==> config.mk <==
export PLATFORM = sky130hd
export DESIGN_NAME = dle_stx_packet_deframer_sum_check
export DESIGN_NICKNAME = d
export VERILOG_FILES = /design/src/design/dlestx_pkg.sv /design/src/design/dlestx_ctrl.sv /design/src/design/dlestx_dp.sv /design/src/design/dle_stx_packet_deframer_sum_check.sv
export SDC_FILE = /design/constraint.sdc
export NUM_CORES = 1
export LEC_CHECK = 0
export ABC_AREA = 1
export ABC_CLOCK_PERIOD_IN_PS = 3500
export BUFFER_PORTS_ARGS = -buffer_cell sky130_fd_sc_hd__clkbuf_2
export CORE_UTILIZATION = 45
export DETAILED_ROUTE_END_ITERATION = 7
export PLACE_DENSITY = 0.64
export SLEW_MARGIN = 20
export SYNTH_ARGS = -nofsm -noshare
export SYNTH_HDL_FRONTEND = slang
export SYNTH_SLANG_ARGS = --single-unit
==> constraint.sdc <==
create_clock -name clk_i -period 3.5 [get_ports clk_i]
set_input_delay 0.175 -clock clk_i [delete_from_list [all_inputs] [get_ports clk_i]]
set_output_delay 0.175 -clock clk_i [all_outputs]
set_load 0.02 [all_outputs]
==> src/design/dlestx_pkg.sv <==
`timescale 1ns / 1ps

package dlestx_pkg;

  localparam int unsigned MAX_LEN = 64;
  localparam int unsigned CNT_W   = 7;
  localparam int unsigned ADDR_W  = 6;
  localparam int unsigned DEPTH   = 64;

  typedef logic [7:0] byte_t;

  localparam byte_t START_FIRST_RST  = 8'h10;
  localparam byte_t START_SECOND_RST = 8'h02;
  localparam byte_t END_FIRST_RST    = 8'h10;
  localparam byte_t END_SECOND_RST   = 8'h03;

  typedef enum logic [1:0] {
    STAT_BYTE    = 2'd0,
    STAT_SUM     = 2'd1,
    STAT_OVERLAP = 2'd2,
    STAT_LONG    = 2'd3
  } status_e;

  typedef enum logic [1:0] {
    REG_START_FIRST  = 2'd0,
    REG_START_SECOND = 2'd1,
    REG_END_FIRST    = 2'd2,
    REG_END_SECOND   = 2'd3
  } cfg_reg_e;

  typedef enum logic [1:0] {
    S_IDLE,
    S_FETCH,
    S_SHOW
  } ctrl_state_e;

  typedef struct packed {
    byte_t start_first;
    byte_t start_second;
    byte_t end_first;
    byte_t end_second;
  } cfg_t;

  typedef struct packed {
    logic take;
    logic rd_issue;
    logic load_byte;
    logic out_pop;
  } dp_cmd_t;

  typedef struct packed {
    logic end_ok;
    logic out_valid;
    logic rd_last;
  } dp_stat_t;

endpackage

==> src/design/dlestx_ctrl.sv <==
`timescale 1ns / 1ps

module dlestx_ctrl (
  input  logic                clk_i,
  input  logic                rst_ni,
  input  logic                in_valid_i,
  input  logic                out_stall_i,
  input  dlestx_pkg::dp_stat_t stat_i,
  output logic                in_stall_o,
  output dlestx_pkg::dp_cmd_t  cmd_o
);
  import dlestx_pkg::*;

  ctrl_state_e state_q, state_d;
  logic        out_free;

  always_ff @(posedge clk_i or negedge rst_ni) begin
    if (!rst_ni) begin
      state_q <= S_IDLE;
    end else begin
      state_q <= state_d;
    end
  end

  always_comb begin
    state_d       = state_q;
    out_free      = !stat_i.out_valid || !out_stall_i;
    cmd_o         = '0;
    cmd_o.out_pop = stat_i.out_valid && !out_stall_i;
    in_stall_o    = 1'b1;
    case (state_q)
      S_IDLE: begin
        in_stall_o = !out_free;
        cmd_o.take = in_valid_i && out_free;
        if (cmd_o.take && stat_i.end_ok) begin
          state_d = S_FETCH;
        end
      end
      S_FETCH: begin
        cmd_o.rd_issue = 1'b1;
        state_d        = S_SHOW;
      end
      S_SHOW: begin
        if (out_free) begin
          cmd_o.load_byte = 1'b1;
          state_d         = stat_i.rd_last ? S_IDLE : S_FETCH;
        end
      end
      default: begin
        state_d = S_IDLE;
      end
    endcase
  end

endmodule

==> src/design/dlestx_dp.sv <==
`timescale 1ns / 1ps

module dlestx_dp (
  input  logic                 clk_i,
  input  logic                 rst_ni,
  input  dlestx_pkg::cfg_t     cfg_i,
  input  dlestx_pkg::byte_t    rx_byte_i,
  input  dlestx_pkg::dp_cmd_t  cmd_i,
  output dlestx_pkg::dp_stat_t stat_o,
  output logic                 out_valid_o,
  output dlestx_pkg::byte_t    packet_byte_o,
  output logic                 last_o,
  output logic [1:0]           status_o,
  output logic [6:0]           packet_length_o
);
  import dlestx_pkg::*;

  // framing state
  logic              in_packet_q;
  byte_t             prev_q;
  logic              prev_valid_q;
  byte_t             prev2_q;
  logic [CNT_W-1:0]  count_q;
  byte_t             sum0_q, sum1_q;
  byte_t             head0_q, head1_q;

  // packet store and drain
  byte_t             mem [DEPTH];
  byte_t             rd_data_q;
  logic [ADDR_W-1:0] rd_ptr_q;
  logic [CNT_W-1:0]  pkt_len_q;

  // result register
  logic              out_valid_q;
  byte_t             out_byte_q;
  logic              out_last_q;
  status_e           out_status_q;
  logic [CNT_W-1:0]  out_len_q;

  logic hunt_start, start_pair, overlap, too_long, store, end_pair, sum_ok;
  logic begin_pkt, err_load;
  status_e          err_status;
  logic [CNT_W-1:0] err_len;
  byte_t            drain_byte;

  always_comb begin
    start_pair = (prev_q == cfg_i.start_first) && (rx_byte_i == cfg_i.start_second);
    hunt_start = !in_packet_q && prev_valid_q && start_pair;
    overlap    = in_packet_q && start_pair;
    too_long   = in_packet_q && !start_pair && (count_q >= CNT_W'(MAX_LEN));
    store      = in_packet_q && !start_pair && !too_long;
    end_pair   = (prev_q == cfg_i.end_first) && (rx_byte_i == cfg_i.end_second);
    sum_ok     = (prev2_q == sum1_q);
    begin_pkt  = hunt_start || overlap;

    err_load   = cmd_i.take && (overlap || too_long || (store && end_pair && !sum_ok));
    err_status = STAT_SUM;
    err_len    = count_q + CNT_W'(1);
    if (overlap) begin
      err_status = STAT_OVERLAP;
      err_len    = count_q - CNT_W'(1);
    end else if (too_long) begin
      err_status = STAT_LONG;
      err_len    = count_q;
    end

    if (rd_ptr_q == ADDR_W'(0)) begin
      drain_byte = head0_q;
    end else if (rd_ptr_q == ADDR_W'(1)) begin
      drain_byte = head1_q;
    end else begin
      drain_byte = rd_data_q;
    end

    stat_o.end_ok    = store && end_pair && sum_ok;
    stat_o.out_valid = out_valid_q;
    stat_o.rd_last   = ({1'b0, rd_ptr_q} == (pkt_len_q - CNT_W'(1)));
  end

  always_ff @(posedge clk_i or negedge rst_ni) begin
    if (!rst_ni) begin
      in_packet_q  <= 1'b0;
      prev_q       <= '0;
      prev_valid_q <= 1'b0;
      count_q      <= '0;
      sum0_q       <= '0;
      sum1_q       <= '0;
      rd_ptr_q     <= '0;
      pkt_len_q    <= '0;
    end else begin
      if (cmd_i.take) begin
        prev_q       <= rx_byte_i;
        prev_valid_q <= 1'b1;
        if (begin_pkt) begin
          in_packet_q <= 1'b1;
          count_q     <= CNT_W'(2);
          sum0_q      <= prev_q;
          sum1_q      <= '0;
        end else if (too_long) begin
          in_packet_q <= 1'b0;
          count_q     <= '0;
        end else if (store) begin
          sum0_q <= sum0_q + prev_q;
          sum1_q <= sum0_q;
          if (end_pair) begin
            in_packet_q  <= 1'b0;
            count_q      <= '0;
            prev_valid_q <= 1'b0;
            pkt_len_q    <= count_q + CNT_W'(1);
            rd_ptr_q     <= '0;
          end else begin
            count_q <= count_q + CNT_W'(1);
          end
        end
      end
      if (cmd_i.load_byte) begin
        rd_ptr_q <= rd_ptr_q + ADDR_W'(1);
      end
    end
  end

  // start pair and byte before last stored byte
  always_ff @(posedge clk_i) begin
    if (cmd_i.take && begin_pkt) begin
      head0_q <= prev_q;
      head1_q <= rx_byte_i;
      prev2_q <= prev_q;
    end else if (cmd_i.take && store) begin
      prev2_q <= prev_q;
    end
  end

  always_ff @(posedge clk_i) begin
    if (cmd_i.take && store) begin
      mem[count_q[ADDR_W-1:0]] <= rx_byte_i;
    end
    if (cmd_i.rd_issue) begin
      rd_data_q <= mem[rd_ptr_q];
    end
  end

  always_ff @(posedge clk_i or negedge rst_ni) begin
    if (!rst_ni) begin
      out_valid_q <= 1'b0;
    end else if (err_load || cmd_i.load_byte) begin
      out_valid_q <= 1'b1;
    end else if (cmd_i.out_pop) begin
      out_valid_q <= 1'b0;
    end
  end

  always_ff @(posedge clk_i) begin
    if (err_load) begin
      out_byte_q   <= '0;
      out_last_q   <= 1'b1;
      out_status_q <= err_status;
      out_len_q    <= err_len;
    end else if (cmd_i.load_byte) begin
      out_byte_q   <= drain_byte;
      out_last_q   <= stat_o.rd_last;
      out_status_q <= STAT_BYTE;
      out_len_q    <= pkt_len_q;
    end
  end

  assign out_valid_o     = out_valid_q;
  assign packet_byte_o   = out_byte_q;
  assign last_o          = out_last_q;
  assign status_o        = out_status_q;
  assign packet_length_o = out_len_q;

endmodule

==> src/design/dle_stx_packet_deframer_sum_check.sv <==
`timescale 1ns / 1ps
// channel   valid        stall        payload
// in        in_valid_i   in_stall_o   rx_byte_i
// out       out_valid_o  out_stall_i  packet_byte_o, last_o, status_o, packet_length_o
// cfg       psel/penable/pwrite, pready always high, paddr[3:2] selects register
//
// one cycle per received byte unless a drain runs or a result waits under out_stall_i
// a good packet drains byte by byte: a packet store read, then an output load
// error results load the output register in the cycle their byte is taken
// reset: start pair 0x10 0x02, end pair 0x10 0x03, hunting for a start pair
// in_stall_o is high while a result waits under out_stall_i and during a drain

module dle_stx_packet_deframer_sum_check (
  input  logic        clk_i,
  input  logic        rst_ni,
  input  logic        in_valid_i,
  output logic        in_stall_o,
  input  logic [7:0]  rx_byte_i,
  output logic        out_valid_o,
  input  logic        out_stall_i,
  output logic [7:0]  packet_byte_o,
  output logic        last_o,
  output logic [1:0]  status_o,
  output logic [6:0]  packet_length_o,
  input  logic        psel,
  input  logic        penable,
  input  logic        pwrite,
  input  logic [3:0]  paddr,
  input  logic [31:0] pwdata,
  output logic [31:0] prdata,
  output logic        pready
);
  import dlestx_pkg::*;

  cfg_t     cfg_q;
  dp_cmd_t  cmd;
  dp_stat_t stat;
  cfg_reg_e reg_sel;

  assign reg_sel = cfg_reg_e'(paddr[3:2]);
  assign pready  = 1'b1;

  always_ff @(posedge clk_i or negedge rst_ni) begin
    if (!rst_ni) begin
      cfg_q.start_first  <= START_FIRST_RST;
      cfg_q.start_second <= START_SECOND_RST;
      cfg_q.end_first    <= END_FIRST_RST;
      cfg_q.end_second   <= END_SECOND_RST;
    end else if (psel && penable && pwrite && pready) begin
      case (reg_sel)
        REG_START_FIRST:  cfg_q.start_first  <= pwdata[7:0];
        REG_START_SECOND: cfg_q.start_second <= pwdata[7:0];
        REG_END_FIRST:    cfg_q.end_first    <= pwdata[7:0];
        REG_END_SECOND:   cfg_q.end_second   <= pwdata[7:0];
        default: begin
        end
      endcase
    end
  end

  always_comb begin
    case (reg_sel)
      REG_START_FIRST:  prdata = {24'd0, cfg_q.start_first};
      REG_START_SECOND: prdata = {24'd0, cfg_q.start_second};
      REG_END_FIRST:    prdata = {24'd0, cfg_q.end_first};
      REG_END_SECOND:   prdata = {24'd0, cfg_q.end_second};
      default:          prdata = '0;
    endcase
  end

  dlestx_ctrl u_ctrl (
    .clk_i       (clk_i),
    .rst_ni      (rst_ni),
    .in_valid_i  (in_valid_i),
    .out_stall_i (out_stall_i),
    .stat_i      (stat),
    .in_stall_o  (in_stall_o),
    .cmd_o       (cmd)
  );

  dlestx_dp u_dp (
    .clk_i           (clk_i),
    .rst_ni          (rst_ni),
    .cfg_i           (cfg_q),
    .rx_byte_i       (rx_byte_i),
    .cmd_i           (cmd),
    .stat_o          (stat),
    .out_valid_o     (out_valid_o),
    .packet_byte_o   (packet_byte_o),
    .last_o          (last_o),
    .status_o        (status_o),
    .packet_length_o (packet_length_o)
  );

endmodule

Yosys cells after proc, flatten, opt, wreduce, memory -nomap -nowiden
Memory sizes are Yosys's and may differ from the RTL's. A register that Yosys moved wholly into a read port is not among the register bits.
Cells that the tools add are included.

storage, ports and cells
  register bits = 123
  memory bits (writable) = 512
  input port bits = 51
  output and inout bits = 53
  word-level logic and storage cells = 150
  memories = 1

memory list
  memory    words  width  rd ports  clocked after memory_dff  wr ports  RTL line         text
  u_dp.mem  64     8      1         1                         1         dlestx_dp.sv:28  byte_t mem [DEPTH];

cells by class
  $add $sub $neg = 5
  magnitude comparators = 1
  equality and inequality tests = 17
  muxes and demuxes = 50
  bitwise operators = 2
  reductions and logical operators = 53

operators by type and width
  cell                 count
  $pmux 32 s4          1
  $mux 8               10
  $mux 7               8
  $eq 8x8->1           5
  $mux 6               6
  $logic_and 1x1->1    19
  $mux 1               18
  $reduce_bool 2->1    7
  $sub 7x1->7 const B  2
  $mux 2               6
  $reduce_and 2->1     6
  $reduce_and 5->1     2
  $add 8x8->8          1
  $ne 2x1->1 const B   4
  $add 7x1->7 const B  1
  $eq 6x7->1           1
  $ge 7x7->1 const B   1
  $logic_not 1->1      7
  $add 6x1->6 const B  1
  $eq 2x2->1 const B   3
  $eq 6x1->1 const B   1
  $logic_not 6->1      1
  $pmux 2 s3           1
  $reduce_and 3->1     2
  6 further kinds      14

Longest topological paths before layout
Gate-level depths: netlist (run 1).

  depth after elaboration = 13
  mapped depth = 14

Modules after synthesis
A second synthesis (run 1) with hierarchy kept.

second synthesis, totals
  cell total of the unflattened synthesis = 2426
  area, all modules = 27500.1 um2

by module, submodules not included
  module                             times used  cells each  area each (um2)
  dlestx_dp                          1           2184        25587.0
  dle_stx_packet_deframer_sum_check  1           221         1774.2
  dlestx_ctrl                        1           21          138.9

Least setup slack after synthesis (run 1)
No wires, ideal clock.

  path kind = register -> register
  start = register u_dp.out_valid_q, in the netlist u_dp.out_valid_o
  end = memory u_dp.mem[40][0] (netlist name), enable pin
  setup time = 0.395 ns
  data arrival time = 2.256 ns
  data required time = 3.105 ns
  path slack = 0.849 ns
  stages on the path, launching flop included = 7
  buffers on the path = 1
  path through = dfrtp_1 nand2_1 nand3_2 nor2_2 nand2_8 buf_2 nor4_1

on the way
  longest elaborated chain between the ends = 7

ends and longest elaborated chain
  item                          RTL line           text
  start: declaration            dlestx_dp.sv:34    logic out_valid_q;
  start signal: assignment      dlestx_dp.sv:144   out_valid_q <= 1'b0;
  start signal: assignment      dlestx_dp.sv:146   out_valid_q <= 1'b1;
  start signal: assignment      dlestx_dp.sv:148   out_valid_q <= 1'b0;
  $logic_not 1->1               dlestx_ctrl.sv:27  out_free = !stat_i.out_valid || !out_stall_i;
  $logic_or 1x1->1              dlestx_ctrl.sv:27
  $logic_and 1x1->1             dlestx_ctrl.sv:34  cmd_o.take = in_valid_i && out_free;
  $mux 1                        dlestx_ctrl.sv:31  case (state_q)
  $logic_and 1x1->1             dlestx_dp.sv:134   if (cmd_i.take && store) begin
  $mux 1                        dlestx_dp.sv:134
  $mux 1 (not written as such)  dlestx_dp.sv:135   mem[count_q[ADDR_W-1:0]] <= rx_byte_i;
  end: declaration              dlestx_dp.sv:28

Every way passes these cells.

Worst setup path in the final report (run 1)
  start = register u_dp.prev_q[2]
  end = memory u_dp.mem[21][7] (netlist name), enable pin

on the way
  longest elaborated chain between the ends = 10

ends and longest elaborated chain
  item                            RTL line                          text
  start: declaration              dlestx_dp.sv:20                   byte_t prev_q;
  start signal: assignment        dlestx_dp.sv:92                   prev_q <= rx_byte_i;
  $eq 8x8->1 *                    dlestx_dp.sv:47                   start_pair = (prev_q == cfg_i.start_first) && (rx_byte_i == cfg_i.start_second);
  $logic_and 1x1->1 *             dlestx_dp.sv:47
  $logic_not 1->1 *               dlestx_dp.sv:50, dlestx_dp.sv:51
  $logic_and 1x1->1 *             dlestx_dp.sv:50, dlestx_dp.sv:51
  $logic_and 1x1->1               dlestx_dp.sv:50                   too_long = in_packet_q && !start_pair && (count_q >= CNT_W'(MAX_LEN));
  $logic_not 1->1                 dlestx_dp.sv:51                   store = in_packet_q && !start_pair && !too_long;
  $logic_and 1x1->1 *             dlestx_dp.sv:51
  $logic_and 1x1->1 *             dlestx_dp.sv:134
  $mux 1 *                        dlestx_dp.sv:134
  $mux 1 (not written as such) *  dlestx_dp.sv:135

Mark *: on every way between the ends. The rest lies on a longest branch, timed or not.

==> reports/results.ini, run 1 <==
[outcome]
status = completed

[die]
dieArea_um2 = 62100
coreArea_um2 = 60400
rows = 90
die_y_um = 249
die_x_um = 249
ios = 104
start_util = 0.455

[layout]
multi_input_area_um2 = 7610
drive_gt1_frac = 0.117
post-route-util = 0.518
final_cell_mix = 553 x edfxtp_1, 433 x nor2_1, 335 x o21ai_0, 302 x nand2_1, 125 x nand3_1
regArea_um2 = 18800
area.growth.synth_to_final_pct = 13.8
stdcell_area_um2 = 31300
final_nets = 2571
final_common_cell = edfxtp_1
final_cell_count_no_fill = 3344
fillers = 5203

[timing]
clock.fmax_mhz = 329
maxSlewHeadroom = 0.338
tns_ns = 0
holdWs_ns = 0.0646
layout_min_cycle_time_ns = 3.04
final-setup-viol-count = 0
worst_pin_slew_ns = 0.991
rsz0062_at_grt = no
skew_ns = 0.0279
drv_slew = 0
worst_slack_ns = 0.457
period_share = 0.869
hold_viol = 0

[critical_path]
regToRegSetupSlack_ns = 0.46
path_cells = nand2_1, nand2_1, nor2_1, nand2_1, nor2_4, nand2_4, nand2_2, inv_4, nand2_8, inv_4, nand4_2, nor2_1
cp_common_cell = nand2_1
rr_endpoint = u_dp.mem[21][7]$_DFFE_PP_
path_class = reg2reg
crit_path_top_delay_cell = nor2_1
cp_max_fo = 28
max_stage_delay_ns = 0.63
crit_buf_inv = 2
crit_required_ns = 3.73
critical-path-top-delay-family = simple AND/OR/NAND/NOR gates
end_kind = flop
crit_arrival_ns = 3.27
r2r_cells = 12
critPathLaunchType = flop
reg2reg_from = u_dp.prev_q[2]$_DFFE_PN0P_

[global_routing]
grt_overflow = 0
antenna_found_initial = 0
grt_start_max_net_pins = 82
grt_util_all_layers = 0.226
grt_pass1_vias = 17600
grt_pass1_wl_um = 107000

[yosys]
synth_edf_count = 553
ys.warnings.count = 0
yosysSeqAreaShare = 0.685
ys.flop_type = edfxtp_1
avgSynthCellArea_um2 = 11.4
postSynthCellCount = 2415
ys_types = 53
ys_seq_elements = 643
netlist_area_um2 = 27500
async_flop_share = 0.126

[placement]
hpwl_um = 44500
gp_congestion = 0.955
pre_cts_ws_ns = 0.427
numPortBuffers = 52
dp.cells = 3204
place_area_um2 = 28800

[clock_network]
clkSinkCount = 643
path_clk_slew_ns = 0.06
cts_resized = 0
cts_tree = yes
worstSkewPairLatency_ns = 0.62
htree_levels = 3
cts_buffer_depth = 3
clockRootBuffer = clkbuf_16
numCtsBuffers = 68

[route]
drt_pre_antenna_iters = 7
vias_per_cell = 5.56
drc = 0
wl_per_cell_um = 21.1
route.antenna.remaining_nets = 0
vias = 18600
dr.first_iter.drc_count = 1820
drt_wl_total_um = 70500

[pwr]
ir_drop_uv = 362
power.density_nw_per_um2 = 533
power.total_mw = 16.7
p_leak_nw = 11.4

[hold_path]
hold_class = in2reg
min_from = rx_byte_i[2]
holdPathEnd = u_dp.prev_q[2]$_DFFE_PN0P_
min_path_cells = 3

[job]
cap_violations = 0

==> layer usage <==
layer  routed length, um  part of all wire  vias up  GRT usage
met1               29500              0.42     9114      0.304
li1                    -                 -     8704          -
met4                2190             0.031        0     0.0693
met5                   0                 0        -          0
met3                4740             0.067      124     0.0419
met2               34100              0.48      657      0.374
==> sequential cells by signal (all words and copies together), names as in the netlist, 2 cells and up <==
register and flops:
u_dp.mem 512, u_ctrl.state_q 2, u_dp.head1_q 8, cfg_q 32, u_dp.rd_data_q 8, u_dp.count_q 7
u_dp.rd_ptr_q 6, u_dp.prev2_q 8, u_dp.prev_q 8, u_dp.status_o 2, u_dp.packet_byte_o 8, u_dp.sum0_q 8
u_dp.sum1_q 8, u_dp.head0_q 8, u_dp.packet_length_o 7, u_dp.pkt_len_q 7
==> cell type report <==
| type | instances | share of cell area |
|---|---|---|
| flip-flops and latches | 643 | 0.602 |
| multi-input cells | 1537 | 0.243 |
| clock buffers | 89 | 0.0579 |
| repair buffers | 152 | 0.0363 |
| well taps | 782 | 0.0313 |
| clock inverters | 36 | 0.0161 |
| inverters | 104 | 0.0129 |
| diodes | 1 | 0.0000800 |
==> worst max-delay path by stage <==
stage,from,endpoint,cells past startpoint
3_3_place_gp,rx_byte_i[3],u_dp.mem[10][6]$_DFFE_PP_,14
2_1_floorplan,u_dp.out_valid_o$_DFFE_PN0P_,u_dp.mem[40][0]$_DFFE_PP_,6
6_report,u_dp.prev_q[2]$_DFFE_PN0P_,u_dp.mem[21][7]$_DFFE_PP_,12
4_1_cts,u_dp.prev_q[2]$_DFFE_PN0P_,u_dp.mem[21][2]$_DFFE_PP_,12
5_1_grt,u_dp.prev_q[2]$_DFFE_PN0P_,u_dp.mem[21][2]$_DFFE_PP_,12
3_5_place_dp,rx_byte_i[3],u_dp.mem[59][7]$_DFFE_PP_,14
==> cell usage after synthesis (6+ instances only) <==
| cell type | count | share of area |
|---|---|---|
| a21oi_1 | 23 | 0.0042 |
| a22oi_1 | 8 | 0.0022 |
| buf_1 | 12 | 0.0016 |
| buf_2 | 28 | 0.0051 |
| buf_4 | 29 | 0.0079 |
| clkbuf_1 | 82 | 0.011 |
| dfrtp_1 | 76 | 0.069 |
| dfxtp_1 | 9 | 0.0066 |
| edfxtp_1 | 553 | 0.60 |
| ha_1 | 13 | 0.0059 |
| inv_1 | 93 | 0.013 |
| inv_2 | 6 | 0.00082 |
| nand2_1 | 302 | 0.041 |
| nand2_2 | 10 | 0.0023 |
| nand3_1 | 125 | 0.023 |
| nand4_1 | 13 | 0.0030 |
| nor2_1 | 435 | 0.059 |
| nor3_1 | 9 | 0.0016 |
| nor4_1 | 9 | 0.0020 |
| o211ai_1 | 61 | 0.017 |
| o21ai_0 | 335 | 0.061 |
| o21ai_2 | 11 | 0.0035 |
| o221ai_1 | 9 | 0.0029 |
| o22ai_1 | 64 | 0.015 |
| xnor2_1 | 12 | 0.0038 |
| xor2_1 | 34 | 0.011 |
==> power breakdown <==
group          switching (mW)  internal, mW  leakage [nW]
Combinational           0.478         0.200          4.24
Sequential              0.131          8.43          6.01
Clock                    2.99          4.44          1.11
==> cells by family after synthesis <==
| family | share of synthesized area |
|---|---|
| buffers and inverters | 0.0417 |
| other | 0.000273 |
| and+or+nand+nor | 0.142 |
| AOI/OAI and AO/OA | 0.110 |
| xor gates and xnor gates | 0.0147 |
| DFF | 0.685 |
| adders and majority gates | 0.00665 |
==> tightest hold or removal path, delay by kind of cell <==
family,cells,cell delay (ns)
AOI/OAI and AO/OA,1,0.09
buffers and inverters,2,0.34
==> timing repair <==
| action | 4_1_cts | 5_1_grt |
|---|---|---|
| endpoints found under the hold margin | 73 | 0 |
| hold buffers | 14 | 0 |
| setup buffers | 0 | 0 |
Power figures use the tool's default switching activity.
==> run 2, diff against run 1 <==
- CORE_ASPECT_RATIO: not set -> 1.75
- SLEW_MARGIN: 20 -> 10
==> run 2 against run 1 <==
First-iteration DRC count fell by 23%. Clock skew up 0.0070 ns. Critical path type unchanged. Critical endpoint is now u_dp.mem[35][5]$_DFFE_PP_. Highest routed layer unchanged. Power shrank 7.4%.
==> reports/results.ini, run 2 (synthesis gave the netlist of run 1 again) <==
[hold_path]
hold_class = in2reg
holdPathEnd = u_dp.prev_q[4]$_DFFE_PN0P_
min_path_cells = 3  ; unchanged
min_from = rx_byte_i[4]

[critical_path]
critPathLaunchType = flop
path_cells = nand2_1, nand2_1, nor2_1, nand2_1, nor2_4, nand2_4, nand2_2, inv_4, nand2_8, inv_4, nand2_2, nor2_1
regToRegSetupSlack_ns = 0.52  ; +0.07 ns
cp_max_fo = 14  ; -50%
r2r_cells = 12  ; unchanged
rr_endpoint = u_dp.mem[35][5]$_DFFE_PP_
reg2reg_from = u_dp.prev_q[2]$_DFFE_PN0P_
max_stage_delay_ns = 0.68  ; +0.05 ns
crit_arrival_ns = 3.20  ; -0.07 ns
path_class = reg2reg
cp_common_cell = nand2_1
crit_path_top_delay_cell = nor2_1
crit_required_ns = 3.72  ; about the same
end_kind = flop

[clock_network]
cts_buffer_depth = 3  ; unchanged
cts_resized = 0  ; unchanged
worstSkewPairLatency_ns = 0.62  ; about the same
cts_hold_buf = 15  ; +1
clkSinkCount = 643  ; unchanged
numCtsBuffers = 53  ; -22%
clockRootBuffer = clkbuf_16
path_clk_slew_ns = 0.07  ; about the same
htree_levels = 2  ; -1
post_cts_buffers = 0  ; unchanged
cts_tree = yes

[pwr]
power.density_nw_per_um2 = 502  ; -5.9%
ir_drop_uv = 427  ; +18%
p_leak_nw = 11.1  ; -2.3%
power.total_mw = 15.4  ; -7.4%

[layout]
regArea_um2 = 18800  ; unchanged
area.growth.synth_to_final_pct = 12.0
final_cell_mix = 553 x edfxtp_1, 433 x nor2_1, 335 x o21ai_0, 302 x nand2_1, 125 x nand3_1
final_common_cell = edfxtp_1
multi_input_area_um2 = 7630  ; +0.33%
largest_reg_flops = 512  ; unchanged
fillers = 5179  ; -0.46%
drive_gt1_frac = 0.113  ; -0.00340
final_nets = 2554  ; -0.66%

[route]
vias = 18600  ; +0.16%
wl_per_cell_um = 22.2  ; +5.4%
drt_pre_antenna_iters = 5  ; -2
drc = 0  ; unchanged
drt_wl_total_um = 73800  ; +4.6%
dr.first_iter.drc_count = 1401  ; -23%
vias_per_cell = 5.61  ; +0.91%
route.antenna.remaining_nets = 0  ; unchanged

[die]
start_util = 0.456  ; about the same
coreArea_um2 = 60300  ; about the same
die_x_um = 189  ; -24%
dieArea_um2 = 62100  ; about the same
rows = 119  ; +32%
die_y_um = 329  ; +32%
ios = 104  ; unchanged

[timing]
drv_slew = 0  ; unchanged
worst_pin_slew_ns = 0.876  ; -0.115 ns
skew_ns = 0.0349  ; +0.00702 ns
period_share = 0.850  ; -0.0191
hold_viol = 0  ; unchanged
final-setup-viol-count = 0  ; unchanged
clock.fmax_mhz = 336  ; +2.2%
maxSlewHeadroom = 0.415  ; +0.0770
rsz0062_at_grt = no
tns_ns = 0  ; unchanged
layout_min_cycle_time_ns = 2.98  ; -0.0669 ns

[global_routing]
grt_overflow = 0  ; unchanged
grt_util_all_layers = 0.239  ; +0.0127
antenna_found_initial = 2  ; +2
grt_pass1_wl_um = 111000  ; +4.1%
grt_start_max_net_pins = 127  ; +55%
grt_pass1_vias = 18800  ; +6.6%

[placement]
hpwl_um = 48200  ; +8.5%
gp_congestion = 0.952  ; -0.37%
numPortBuffers = 52  ; unchanged

[job]
cap_violations = 0  ; unchanged

[outcome]
status = completed

==> run 2: final cells by class <==
type,count,share of cell area
sequential,643,0.612
multi-input combinational,1537,0.248
clock buffer,64,0.0451
timing repair buffer,150,0.0373
tap,786,0.0320
inverter,104,0.0131
clock inverter,34,0.0127
antenna,1,0.0000813
==> run 2: routing by layer <==
layer,vias to the layer above,track usage,wire [um]
li1,8648,-,-
met1,9094,0.250,25500
met2,695,0.451,39700
met3,191,0.0258,3500
met4,0,0.153,5110
met5,-,0,0
==> run 2: power breakdown <==
part / switching (mW) / internal (mW)
Combinational: 0.486 / 0.202
Sequential: 0.145 / 8.42
Clock: 2.75 / 3.43
Total: 3.38 / 12.1
==> run 2: worst max-delay path, delay by kind of cell (launching register included) <==
kind	cells	cell delay (ns)
buffers and inverters	2	0.31
DFF	1	0.67
and+or+nand+nor	10	1.61
==> run 2: how the worst max path moves through the flow <==
stage | end | cells past startpoint | slack [ns] | start
2_1_floorplan | u_dp.mem[40][0]$_DFFE_PP_ | 6 | 0.85 | u_dp.out_valid_o$_DFFE_PN0P_
3_3_place_gp | u_dp.mem[57][1]$_DFFE_PP_ | 12 | 0.57 | u_dp.prev_q[2]$_DFFE_PN0P_
3_5_place_dp | u_dp.mem[25][7]$_DFFE_PP_ | 12 | 0.52 | u_dp.prev_q[2]$_DFFE_PN0P_
4_1_cts | u_dp.mem[25][2]$_DFFE_PP_ | 12 | 0.51 | u_dp.prev_q[2]$_DFFE_PN0P_
5_1_grt | u_dp.mem[35][5]$_DFFE_PP_ | 12 | 0.42 | u_dp.prev_q[2]$_DFFE_PN0P_
6_report | u_dp.mem[35][5]$_DFFE_PP_ | 12 | 0.52 | u_dp.prev_q[2]$_DFFE_PN0P_
==> run 2: stage by stage <==
stage / cells / util / hold slack, ns / area [um2] / worst slack [ns]
final: 3319 / 0.510 / 0.0208 / 30800 / 0.524
after global routing: 3319 / 0.510 / 0.0295 / 30800 / 0.417
after CTS: 3318 / 0.510 / 0.00863 / 30800 / 0.513
after detailed placement: 3205 / 0.478 / 0.331 / 28800 / 0.517
after global placement: 3205 / 0.478 / 0.333 / 28800 / 0.573
after floorplan: 2438 / - / -0.121 / 27600 / 0.849
==> run 3, diff against run 2 <==
- CORE_MARGIN: not set -> 4
- PLACE_DENSITY: 0.64 -> not set
- PLACE_DENSITY_LB_ADDON: not set -> 0.2
==> run 3 against run 2 <==
Power increased by 0.96%. Flip-flop and latch count unchanged. Sequential power about the same. Routed wire length decreased by 3.3%. Register-to-register slack improved by 0.099 ns.
==> reports/results.ini, run 3 (synthesis gave the netlist of run 1 again) <==
[pwr]
ir_drop_uv = 456  ; +7.0%
power.density_nw_per_um2 = 507  ; +1.0%
p_leak_nw = 11.1  ; about the same

[timing]
final-setup-viol-count = 0  ; unchanged
drv_slew = 0  ; unchanged
holdWs_ns = 0.0301  ; +0.00923 ns
rsz0062_at_grt = no
layout_min_cycle_time_ns = 2.88  ; -0.0993 ns
period_share = 0.822  ; -0.0284
maxSlewHeadroom = 0.300  ; -0.115
worst_pin_slew_ns = 1.05  ; +0.172 ns
hold_viol = 0  ; unchanged
skew_ns = 0.0199  ; -0.0150 ns
tns_ns = 0  ; unchanged
clock.fmax_mhz = 348  ; +3.5%

[die]
start_util = 0.456  ; unchanged
dieArea_um2 = 65200  ; +5.1%
die_x_um = 195  ; +3.2%
rows = 119  ; unchanged
die_y_um = 335  ; +1.8%
coreArea_um2 = 60300  ; unchanged
ios = 104  ; unchanged

[global_routing]
met1_usage = 0.247  ; -0.00256
antenna_found_initial = 2  ; unchanged
grt_pass1_vias = 17900  ; -4.7%
met3_usage = 0.0243  ; -0.00149
grt_util_all_layers = 0.215  ; -0.0239
grt_overflow = 0  ; unchanged
grt_pass1_wl_um = 108000  ; -2.9%
grt-busiest-layer = met2
grt_start_max_net_pins = 89  ; -30%
gr-usage-met2 = 0.394  ; -0.0572

[critical_path]
regToRegSetupSlack_ns = 0.62  ; +0.10 ns
crit_arrival_ns = 3.10  ; -0.10 ns
cp.depth = 13  ; +1
crit_required_ns = 3.72  ; about the same
reg2reg_from = u_dp.prev_q[1]$_DFFE_PN0P_
cp_common_cell = nand2_2
max_stage_delay_ns = 0.77  ; +0.09 ns
end_kind = flop
r2r_cells = 13  ; +1
crit_path_top_delay_cell = nor2_1
path_class = reg2reg
rr_endpoint = u_dp.mem[7][5]$_DFFE_PP_
cp_max_fo = 14  ; unchanged
crit_buf_inv = 3  ; +1
critPathLaunch = u_dp.prev_q[1]$_DFFE_PN0P_
critical-path-top-delay-family = simple AND/OR/NAND/NOR gates
crit_end = u_dp.mem[7][5]$_DFFE_PP_
path_cells = inv_2, nand2_1, nand2_1, nor2_1, nand2_2, nor2_8, nand2_4, nand2_2, inv_4, nand2_8, inv_4, nand2_2, nor2_1
critPathLaunchType = flop

[clock_network]
clkSinkCount = 643  ; unchanged
cts_buffer_depth = 3  ; unchanged
cts_tree = yes
htree_levels = 2  ; unchanged
path_clk_slew_ns = 0.07  ; about the same
cts_resized = 0  ; unchanged
numCtsBuffers = 54  ; +1.9%
clockRootBuffer = clkbuf_16
cts_hold_buf = 12  ; -3
worstSkewPairLatency_ns = 0.61  ; about the same
post_cts_buffers = 0  ; unchanged

[layout]
largest_reg_flops = 512  ; unchanged
final_common_cell = edfxtp_1
final_cell_mix = 553 x edfxtp_1, 433 x nor2_1, 335 x o21ai_0, 302 x nand2_1, 125 x nand3_1
final_cell_count_no_fill = 3321  ; +0.060%
fillers = 5247  ; +1.3%
antenna_cells = 0  ; -1
area.growth.synth_to_final_pct = 11.9  ; about the same
drive_gt1_frac = 0.110  ; -0.00290
final_nets = 2556  ; +0.078%

[hold_path]
hold_class = in2reg

[route]
drc = 0  ; unchanged
wl_per_cell_um = 21.5  ; -3.4%
drt_wl_total_um = 71300  ; -3.3%
dr.first_iter.drc_count = 1400  ; -0.071%
vias_per_cell = 5.49  ; -2.2%
drt_pre_antenna_iters = 5  ; unchanged
vias = 18200  ; -2.1%
route.antenna.remaining_nets = 0  ; unchanged

[job]
cap_violations = 0  ; unchanged

[placement]
hpwl_um = 48300  ; +0.15%
numPortBuffers = 52  ; unchanged
gp_congestion = 0.907  ; -4.7%
dp.cells = 3209  ; +0.12%

[outcome]
status = completed

run 3: layer usage:
layer / part of all wire / vias up
li1: - / 8659
met1: 0.37 / 8875
met2: 0.53 / 545
met3: 0.040 / 153
met4: 0.058 / 2
met5: 0.00018 / -
run 3: power by group:
group	switching [mW]	leakage, nW	internal [mW]
combinational	0.470	4.19	0.200
clock	2.66	0.901	3.72
sequential	0.120	6.01	8.42
run 3: metrics by stage:
step                utilization  power, mW  worst slack (ns)  cell area (um2)
finish                    0.510       15.6             0.623            30800
global route              0.510       16.1             0.452            30800
CTS                       0.510       15.7             0.584            30800
detailed placement        0.477       9.37             0.560            28800
global placement          0.477       9.35             0.582            28800
floorplan                     -       9.07             0.849            27600
run 3: how the worst min path moves through the flow:
stage | start | to | slack [ns] | cells past startpoint
6_report | rx_byte_i[7] | u_dp.prev_q[7]$_DFFE_PN0P_ | 0.03 | 3
5_1_grt | rx_byte_i[1] | u_dp.head1_q[1]$_DFFE_PP_ | 0.02 | 1
2_1_floorplan | rst_ni | cfg_q[10]$_DFFE_PN0P_ | -0.12 | 0
4_1_cts | rx_byte_i[7] | u_dp.prev_q[7]$_DFFE_PN0P_ | 0.004 | 3
3_3_place_gp | rst_ni | cfg_q[2]$_DFFE_PN0P_ | 0.36 | 1
3_5_place_dp | rst_ni | cfg_q[2]$_DFFE_PN0P_ | 0.37 | 1
run 3: area by class of cell:
class,count,area (um2),area share
Sequential cell,643,18800,0.612
Multi-Input combinational cell,1537,7610,0.247
Clock buffer,70,1490,0.0483
Timing Repair Buffer,151,1060,0.0345
Tap cell,786,983,0.0320
Inverter,104,403,0.0131
Clock inverter,30,390,0.0127
run 3: worst register-to-register path, delay by kind of cell (launching register included):
family / cells / cell delay, ns
DFF: 1 / 0.49
buffers and inverters: 3 / 0.41
and+or+nand+nor: 10 / 1.58
